## config.mk

```make
export PLATFORM = sky130hd
export DESIGN_NAME = ghash_gf128_accumulator_core
export DESIGN_NICKNAME = d
export VERILOG_FILES = /design/src/sv/gga_pkg.sv /design/src/sv/gga_front.sv /design/src/sv/gga_cmd_fifo.sv /design/src/sv/gga_back.sv /design/src/sv/ghash_gf128_accumulator_core.sv
export VERILOG_INCLUDE_DIRS = /design/src /design/src/sv
export SDC_FILE = /design/constraint.sdc
export NUM_CORES = 2
export LEC_CHECK = 0
export BUFFER_PORTS_ARGS = -buffer_cell sky130_fd_sc_hd__buf_2
export CORE_AREA = 2 2 324 326
export DETAILED_ROUTE_END_ITERATION = 10
export DIE_AREA = 0 0 326 328
export PLACE_DENSITY_LB_ADDON = 0.15
export SLEW_MARGIN = 20
export SYNTH_ARGS = -nofsm -noshare
export SYNTH_HDL_FRONTEND = slang
export SYNTH_HIERARCHICAL = 1
export SYNTH_SLANG_ARGS = --single-unit
```

## constraint.sdc

```tcl
create_clock -name clock -period 17.7 [get_ports clock]
set_clock_uncertainty 0.05 [all_clocks]
set_input_delay 3.54 -clock clock [delete_from_list [all_inputs] [get_ports clock]]
set_output_delay 3.54 -clock clock [all_outputs]
set_load 0.1 [all_outputs]
```

## src/sv/ghash_gf128_accumulator_core_assert.svh

```systemverilog
// Assertion macros used by the GHASH accumulator back end (gga_back).
`ifndef GHASH_GF128_ACCUMULATOR_CORE_ASSERT_SVH
`define GHASH_GF128_ACCUMULATOR_CORE_ASSERT_SVH

// Same-cycle implication, disabled during reset.
`define GGA_ASSERT_IMP(name, pre, post) \
   name: assert property (@(posedge clock) disable iff (reset) (pre) |-> (post)) \
      else $error("gga assertion failed");

// Next-cycle implication, disabled during reset.
`define GGA_ASSERT_NXT(name, pre, post) \
   name: assert property (@(posedge clock) disable iff (reset) (pre) |=> (post)) \
      else $error("gga assertion failed");

`endif

```

## src/sv/gga_pkg.sv

```systemverilog
//------------------------------------------------------------------------------
// gga_pkg
// Types and constants shared by the GHASH GF(2^128) accumulator.
//------------------------------------------------------------------------------
`timescale 1ns / 1ps

package gga_pkg;

   localparam int BLOCK_BYTES = 16;

   localparam logic [1:0] FUNC_ABSORB  = 2'd0;
   localparam logic [1:0] FUNC_FINAL   = 2'd1;
   localparam logic [1:0] FUNC_PARTIAL = 2'd2;

   localparam logic [1:0] CMD_ABSORB  = 2'd0;
   localparam logic [1:0] CMD_FINAL   = 2'd1;
   localparam logic [1:0] CMD_PARTIAL = 2'd2;

   localparam logic CSR_KEY_HIGH = 1'b0;
   localparam logic CSR_KEY_LOW  = 1'b1;

   localparam logic [127:0] GF_POLY = {8'hE1, 120'd0};

   typedef struct packed {
      logic [1:0] func;
      logic [7:0] data_byte;
   } gga_req_type;

   typedef struct packed {
      logic [63:0] hash_high;
      logic [63:0] hash_low;
   } gga_rsp_type;

   typedef struct packed {
      logic [1:0]   kind;
      logic         has_part;
      logic [127:0] block;
      logic [63:0]  bit_count;
   } gga_cmd_type;

endpackage

```

## src/sv/gga_front.sv

```systemverilog
//------------------------------------------------------------------------------
// gga_front
// Packs message bytes into blocks, keeps the bit count, issues commands.
//------------------------------------------------------------------------------
`timescale 1ns / 1ps

module gga_front
   import gga_pkg::*;
(
   input  logic        clock,
   input  logic        reset,
   input  logic        req_push,
   input  gga_req_type req_data,
   output logic        req_full,
   output logic        cmd_push,
   output gga_cmd_type cmd_data,
   input  logic        cmd_full
);

   logic [127:0] block_ff, block_in;
   logic [3:0]   fill_ff, fill_in;
   logic [63:0]  bits_ff, bits_in;
   logic [127:0] block_wr;
   logic         take;

   assign req_full = cmd_full;
   assign take     = req_push && !cmd_full;

   always_comb begin
      block_wr = block_ff;
      block_wr[8*(15 - fill_ff) +: 8] = req_data.data_byte;
   end

   always_comb begin
      block_in = block_ff;
      fill_in  = fill_ff;
      bits_in  = bits_ff;
      cmd_push = 1'b0;
      cmd_data = '{kind: CMD_ABSORB, has_part: 1'b1, block: block_wr, bit_count: bits_ff};
      if (take) begin
         case (req_data.func)
            FUNC_ABSORB: begin
               bits_in = bits_ff + 64'd8;
               fill_in = fill_ff + 4'd1;
               if (fill_ff == 4'd15) begin
                  cmd_push = 1'b1;
                  block_in = '0;
               end else begin
                  block_in = block_wr;
               end
            end
            FUNC_FINAL, FUNC_PARTIAL: begin
               cmd_push = 1'b1;
               cmd_data.kind     = (req_data.func == FUNC_FINAL) ? CMD_FINAL : CMD_PARTIAL;
               cmd_data.has_part = (fill_ff != 4'd0);
               cmd_data.block    = block_ff;
               if (req_data.func == FUNC_FINAL) begin
                  block_in = '0;
                  fill_in  = '0;
                  bits_in  = '0;
               end
            end
            default: ;
         endcase
      end
   end

   always_ff @(posedge clock) begin
      if (reset) begin
         block_ff <= '0;
         fill_ff  <= '0;
         bits_ff  <= '0;
      end else begin
         block_ff <= block_in;
         fill_ff  <= fill_in;
         bits_ff  <= bits_in;
      end
   end

endmodule

```

## src/sv/gga_cmd_fifo.sv

```systemverilog
//------------------------------------------------------------------------------
// gga_cmd_fifo
// Two-entry command queue between the byte packer and the multiplier.
//------------------------------------------------------------------------------
`timescale 1ns / 1ps

module gga_cmd_fifo
   import gga_pkg::*;
(
   input  logic        clock,
   input  logic        reset,
   input  logic        push,
   input  gga_cmd_type push_data,
   output logic        full,
   input  logic        pop,
   output gga_cmd_type pop_data,
   output logic        empty
);

   gga_cmd_type mem_ff [2];
   logic        wr_ptr_ff, wr_ptr_in;
   logic        rd_ptr_ff, rd_ptr_in;
   logic [1:0]  count_ff, count_in;
   logic        do_push, do_pop;

   assign full     = (count_ff == 2'd2);
   assign empty    = (count_ff == 2'd0);
   assign do_push  = push && !full;
   assign do_pop   = pop && !empty;
   assign pop_data = mem_ff[rd_ptr_ff];

   assign wr_ptr_in = wr_ptr_ff ^ do_push;
   assign rd_ptr_in = rd_ptr_ff ^ do_pop;
   assign count_in  = count_ff + {1'b0, do_push} - {1'b0, do_pop};

   always_ff @(posedge clock) begin
      if (do_push) begin
         mem_ff[wr_ptr_ff] <= push_data;
      end
   end

   always_ff @(posedge clock) begin
      if (reset) begin
         wr_ptr_ff <= 1'b0;
         rd_ptr_ff <= 1'b0;
         count_ff  <= '0;
      end else begin
         wr_ptr_ff <= wr_ptr_in;
         rd_ptr_ff <= rd_ptr_in;
         count_ff  <= count_in;
      end
   end

endmodule

```

## src/sv/gga_back.sv

```systemverilog
//------------------------------------------------------------------------------
// gga_back
// Bit-serial GF(2^128) multiply by H, accumulator, key and result register.
//------------------------------------------------------------------------------
`timescale 1ns / 1ps

module gga_back
   import gga_pkg::*;
(
   input  logic        clock,
   input  logic        reset,
   input  logic        csr_we,
   input  logic        csr_index,
   input  logic [63:0] csr_data,
   input  gga_cmd_type cmd_data,
   input  logic        cmd_empty,
   output logic        cmd_pop,
   output gga_rsp_type rsp_data,
   output logic        rsp_empty,
   input  logic        rsp_pop
);

   `include "ghash_gf128_accumulator_core_assert.svh"

   localparam logic [1:0] ST_IDLE = 2'd0;
   localparam logic [1:0] ST_MUL  = 2'd1;
   localparam logic [1:0] ST_OUT  = 2'd2;

   logic [1:0]   state_ff, state_in;
   logic [6:0]   cnt_ff, cnt_in;
   logic [127:0] key_ff, key_in;
   logic [127:0] acc_ff, acc_in;
   logic [127:0] a_ff, a_in;
   logic [127:0] z_ff, z_in;
   logic [127:0] v_ff, v_in;
   logic [1:0]   kind_ff, kind_in;
   logic         has_part_ff, has_part_in;
   logic         pass_ff, pass_in;
   logic [63:0]  len_ff, len_in;
   gga_rsp_type  out_ff, out_in;
   logic         out_vld_ff, out_vld_in;
   logic [127:0] z_step, v_step;
   logic [127:0] len_blk;

   assign rsp_data  = out_ff;
   assign rsp_empty = !out_vld_ff;
   assign cmd_pop   = (state_ff == ST_IDLE) && !cmd_empty;

   assign z_step = a_ff[127] ? (z_ff ^ v_ff) : z_ff;
   assign v_step = {1'b0, v_ff[127:1]} ^ (v_ff[0] ? GF_POLY : 128'd0);

   always_comb begin
      key_in = key_ff;
      if (csr_we) begin
         case (csr_index)
            CSR_KEY_HIGH: key_in[127:64] = csr_data;
            CSR_KEY_LOW:  key_in[63:0]   = csr_data;
            default: ;
         endcase
      end
   end

   always_comb begin
      state_in    = state_ff;
      cnt_in      = cnt_ff;
      acc_in      = acc_ff;
      a_in        = a_ff;
      z_in        = z_ff;
      v_in        = v_ff;
      kind_in     = kind_ff;
      has_part_in = has_part_ff;
      pass_in     = pass_ff;
      len_in      = len_ff;
      out_in      = out_ff;
      out_vld_in  = out_vld_ff && !rsp_pop;
      len_blk     = {64'd0, cmd_data.bit_count};
      unique case (state_ff)
         ST_IDLE: begin
            if (!cmd_empty) begin
               kind_in     = cmd_data.kind;
               has_part_in = cmd_data.has_part;
               len_in      = cmd_data.bit_count;
               pass_in     = 1'b0;
               cnt_in      = '0;
               z_in        = '0;
               v_in        = key_ff;
               a_in        = acc_ff ^ ((cmd_data.kind == CMD_ABSORB || cmd_data.has_part) ?
                                       cmd_data.block : len_blk);
               state_in    = ST_MUL;
            end
         end
         ST_MUL: begin
            a_in   = {a_ff[126:0], 1'b0};
            z_in   = z_step;
            v_in   = v_step;
            cnt_in = cnt_ff + 7'd1;
            if (cnt_ff == 7'd127) begin
               if (kind_ff == CMD_ABSORB) begin
                  acc_in   = z_step;
                  state_in = ST_IDLE;
               end else if (has_part_ff && !pass_ff) begin
                  a_in    = z_step ^ {64'd0, len_ff};
                  z_in    = '0;
                  v_in    = key_ff;
                  pass_in = 1'b1;
               end else begin
                  state_in = ST_OUT;
               end
            end
         end
         ST_OUT: begin
            if (!out_vld_ff || rsp_pop) begin
               out_in     = '{hash_high: z_ff[127:64], hash_low: z_ff[63:0]};
               out_vld_in = 1'b1;
               if (kind_ff == CMD_FINAL) begin
                  acc_in = '0;
               end
               state_in = ST_IDLE;
            end
         end
         default: state_in = ST_IDLE;
      endcase
   end

   always_ff @(posedge clock) begin
      if (reset) begin
         state_ff   <= ST_IDLE;
         cnt_ff     <= '0;
         key_ff     <= '0;
         acc_ff     <= '0;
         out_vld_ff <= 1'b0;
      end else begin
         state_ff   <= state_in;
         cnt_ff     <= cnt_in;
         key_ff     <= key_in;
         acc_ff     <= acc_in;
         out_vld_ff <= out_vld_in;
      end
   end

   always_ff @(posedge clock) begin
      a_ff        <= a_in;
      z_ff        <= z_in;
      v_ff        <= v_in;
      kind_ff     <= kind_in;
      has_part_ff <= has_part_in;
      pass_ff     <= pass_in;
      len_ff      <= len_in;
      out_ff      <= out_in;
   end

   `GGA_ASSERT_IMP(a_pop_only_idle, cmd_pop, state_ff == ST_IDLE)
   `GGA_ASSERT_NXT(a_start_counts_zero, state_ff == ST_IDLE && !cmd_empty,
                   state_ff == ST_MUL && cnt_ff == 7'd0)
   `GGA_ASSERT_NXT(a_out_waits, state_ff == ST_OUT && out_vld_ff && !rsp_pop,
                   state_ff == ST_OUT)
   `GGA_ASSERT_NXT(a_absorb_no_result, state_ff == ST_MUL && kind_ff == CMD_ABSORB &&
                   !out_vld_ff && !rsp_pop, !out_vld_ff)

endmodule

```

## src/sv/ghash_gf128_accumulator_core.sv

```systemverilog
//------------------------------------------------------------------------------
// ghash_gf128_accumulator_core
// GHASH over GF(2^128): byte packer, command queue and bit-serial multiplier.
//------------------------------------------------------------------------------
// Channel   Ports                               Direction
// request   req_push, req_full, req_data        in  (func, data_byte)
// response  rsp_pop, rsp_empty, rsp_data        out (hash_high, hash_low)
// csr       csr_we, csr_index, csr_data         in  (key_high, key_low)
//
// Each 16th byte queues one block command; the back end takes it in a dispatch
// step and then runs a bit-serial multiply, while bytes keep being packed until the queue fills.
// A finalize/partial result is ready after one multiply pass, or two with a
// pending partial block, once the multiplier is free.
// Reset is synchronous and clears state and key; no clearing pass.
// The two-entry command queue and the result register let each side stall.
//------------------------------------------------------------------------------
`timescale 1ns / 1ps

module ghash_gf128_accumulator_core
   import gga_pkg::*;
(
   input  logic        clock,
   input  logic        reset,
   input  logic        req_push,
   input  gga_req_type req_data,
   output logic        req_full,
   output gga_rsp_type rsp_data,
   output logic        rsp_empty,
   input  logic        rsp_pop,
   input  logic        csr_we,
   input  logic        csr_index,
   input  logic [63:0] csr_data
);

   logic        cmd_push, cmd_full, cmd_pop, cmd_empty;
   gga_cmd_type cmd_in, cmd_out;

   gga_front u_front (
      .clock    (clock),
      .reset    (reset),
      .req_push (req_push),
      .req_data (req_data),
      .req_full (req_full),
      .cmd_push (cmd_push),
      .cmd_data (cmd_in),
      .cmd_full (cmd_full)
   );

   gga_cmd_fifo u_fifo (
      .clock     (clock),
      .reset     (reset),
      .push      (cmd_push),
      .push_data (cmd_in),
      .full      (cmd_full),
      .pop       (cmd_pop),
      .pop_data  (cmd_out),
      .empty     (cmd_empty)
   );

   gga_back u_back (
      .clock     (clock),
      .reset     (reset),
      .csr_we    (csr_we),
      .csr_index (csr_index),
      .csr_data  (csr_data),
      .cmd_data  (cmd_out),
      .cmd_empty (cmd_empty),
      .cmd_pop   (cmd_pop),
      .rsp_data  (rsp_data),
      .rsp_empty (rsp_empty),
      .rsp_pop   (rsp_pop)
   );

endmodule
```

==> reports/metrics.cfg <==
[die]
die_x_um = 326
fp-row-count = 118
coreArea_um2 = 103200
pin_count = 210
die_h_um = 328
start_util_pct = 59.59
die_area_um2 = 106900

[critical_path]
regToRegEndpoint = u_fifo/mem_ff[0][1]
r2r_slack_ps = 12630
cp.arrival_ps = 7460
max_stage_delay_ps = 890
crit_path_top_delay_cell = buf_4
crit_fanout = 71
cp-end-kind = flop
critPathTopFamily = buffers and inverters
r2r_start = u_front/fill_ff[1]
critical_path_class = in -> reg
crit_top_cell = buf_4
crit_chain = buf_2, inv_1, ha_1, a21oi_1, nor3b_1, and2_1, ha_4, buf_4, buf_4
worstSetupStartpointType = input pin
crit_buf_inv = 4
rr_worst_depth = 8
worstPathRequired_ps = 18010

[power_and_ir_drop]
powerDensity_nw_per_um2 = 156.2
leakage_nw = 25.62
max-vdd-ir-drop_mv = 0.1981

[logic_synthesis]
avgSynthCellArea_um2 = 13.18
synth_most_common_cell = edfxtp_1
synthTopCellsByCount = 970 x edfxtp_1, 569 x nand2_1, 463 x dfxtp_1
ys_types = 64
synthTopCellsByArea = edfxtp_1 47%, dfxtp_1 15%, xor2_1 4.0%, mux2_2 3.9%, nand2_1 3.5%
async_flop_share_pct = 0
syn_inst = 4667
synth_edf_count = 970
ys_seq_elements = 1433
synth_area_um2 = 61490
yosys_warnings = 6
synth_top_area_share_pct = 47.37
ys_seq_area_share_pct = 62.44
ys.flop_type = edfxtp_1
yosysTopAreaCell = edfxtp_1

[global_routing]
grt_pass1_wl_um = 226000
grt_max_degree = 174
antenna_found_initial = 9
overflow = 0
grtUsageTotal_pct = 27.75
grt_pass1_vias = 36390

[placement]
place.gp.congestion = 0.9591
portBuffers = 209
placed_area_um2 = 63320
dp_hpwl_um = 96310
dp_cells = 6004

[timing]
drv_slew = 0
hold_viol_final = 0
max_freq_ghz = 0.1399
tightest_slew_ps = 1139
rsz0062_at_grt = false
setup_viol_count_final = 0
tns_ps = 0
finalCriticalPeriod_ps = 7149
relSlewSlack_pct = 24.05
fin_crit_sh_pct = 40.39

[route]
vias_per_cell = 6.097
firstDrtPassIters = 6
drcViolationCount = 0
ant_nets = 0
drtIter0Drc = 3935
wl_per_cell_um = 24.09
vias = 38260
wirelength_um = 151200

[hold_path]
min_from = u_back/key_ff[79]
worstHoldEndpoint = u_back/key_ff[79]
hold_class = reg -> reg
holdPathStages = 2

[clock_tree]
cts_buffer_depth = 3
cts_tree = built
numCtsBuffers = 146
post_cts_buffers = 0
cts_resized = 0
root_buffer = clkbuf_16
htree_levels = 4
clkLatencyLatePin_ps = 740
cts.clk_slew.worst_paths_ps = 60
hold_buffers = 0
cts_sinks = 1433

[cells_and_area]
layout-area-overhead-vs-synth_pct = 10.76
finalNetCount = 4868
stdcell_area_um2 = 68110
drive_gt1_share_pct = 18.46
layoutNonFillerInstCount = 6275

[outcome]
status = finished clean

[run]
drv_cap = 0

-- worst register-to-register path: stages (launching register included) --
cell     delay, ps
dfxtp_1        460
ha_1           460
and3_1         400
a21oi_1        120
nor3b_1        250
and2_1         280
ha_4           750
buf_4          870
buf_4          960
-- how the worst max path moves through the flow --
stage                start  cells past startpoint  slack (ps)                     to
6_report       req_data[8]                      9       10550    u_fifo/mem_ff[0][1]
3_3_place_gp   req_data[8]                      9        9820  u_fifo/mem_ff[0][154]
3_5_place_dp   req_data[8]                      9        9790  u_fifo/mem_ff[0][154]
4_1_cts        req_data[8]                      9       10560  u_fifo/mem_ff[0][169]
2_1_floorplan      rsp_pop                      6        7410      u_back/acc_ff[79]
5_1_grt        req_data[8]                      9       10240  u_fifo/mem_ff[0][154]
-- layer usage --
metal / share of wire, % / track usage (%) / vias up
li1: - / - / 17370
met1: 43 / 40.08 / 19110
met2: 45 / 41.71 / 1539
met3: 8.8 / 6.304 / 247
met4: 2.9 / 9.257 / 0
met5: 0 / 0 / -
-- where the power goes --
group / leakage, nW / internal, W / switching [W]
clock network: 2.34 / 0.00181 / 0.00125
registers: 13.1 / 0.00460 / 0.000373
logic: 10.2 / 0.000955 / 0.00166
-- per-stage QoR --
step	setup slack (ps)	util [%]	hold slack [ps]	total power [W]
finish	10550	66.00	400.1	0.01064
global route	10240	66.00	419.5	0.01107
CTS	10560	65.96	401.9	0.01068
detailed placement	9790	61.35	390.3	0.007622
global placement	9824	61.31	386.4	0.007570
floorplan	7407	-	373.9	0.007014
-- kinds of logic (layout without fill, tap and decap cells) --
logic type | Yosys count | count (layout) | share of synthesized area (%)
xor gates and xnor gates | 360 | 360 | 6.560
AOI/OAI and AO/OA | 595 | 595 | 6.655
DFF | 1433 | 1433 | 62.44
buffers and inverters | 327 | 550 | 2.590
adders and majority gates | 15 | 15 | 0.3052
muxes | 589 | 589 | 11.18
and+or+nand+nor | 1347 | 1347 | 10.26
other | 1 | 6 | 0.006098
-- sequential cells by signal, indices dropped and copies added, names as in the netlist, 4 cells and up --
signal / cells
u_back/key_ff: 128
u_front/fill_ff: 4
u_front/bits_ff: 61
u_back/acc_ff: 128
u_back/z_ff: 128
u_back/rsp_data: 128
u_back/a_ff: 128
u_back/v_ff: 128
u_front/block_ff: 128
u_back/len_ff: 64
u_fifo/mem_ff: 390
u_back/cnt_ff: 7
-- layout by cell type (no fill, tap or decap), drive strengths merged, types with 8 or more instances in the layout --
cell | netlist | layout
a22oi | 49 | 49
nand3 | 44 | 44
clkinv | 0 | 33
clkbuf | 179 | 218
a22o | 48 | 48
nand2b | 21 | 21
nor2 | 277 | 277
and3 | 89 | 89
o2bb2ai | 16 | 16
dfxtp | 463 | 463
nor4 | 146 | 146
edfxtp | 970 | 970
xor2 | 280 | 280
nor2b | 11 | 11
ha | 15 | 15
or4 | 8 | 8
mux2 | 395 | 395
buf | 125 | 260
bufinv | 0 | 11
nand2 | 569 | 569
a31o | 129 | 129
a211oi | 64 | 64
a2bb2o | 8 | 8
nor3 | 71 | 71
nand4 | 37 | 37
o21ai | 95 | 95
inv | 23 | 27
and2 | 27 | 27
or3 | 33 | 33
xnor2 | 16 | 16
mux2i | 194 | 194
xnor3 | 64 | 64
a21oi | 171 | 171
-- area by class of cell --
cell class,count,area (µm²)
inverter,23,101.3
multi-input combinational,2909,21600
timing repair buffer,260,1511
sequential,1433,38400
tap,1380,1727
fill,7446,35090
clock inverter,49,538.0
clock buffer,218,4219
antenna,3,7.507
Note: power is estimated with default switching activity, not from simulation.
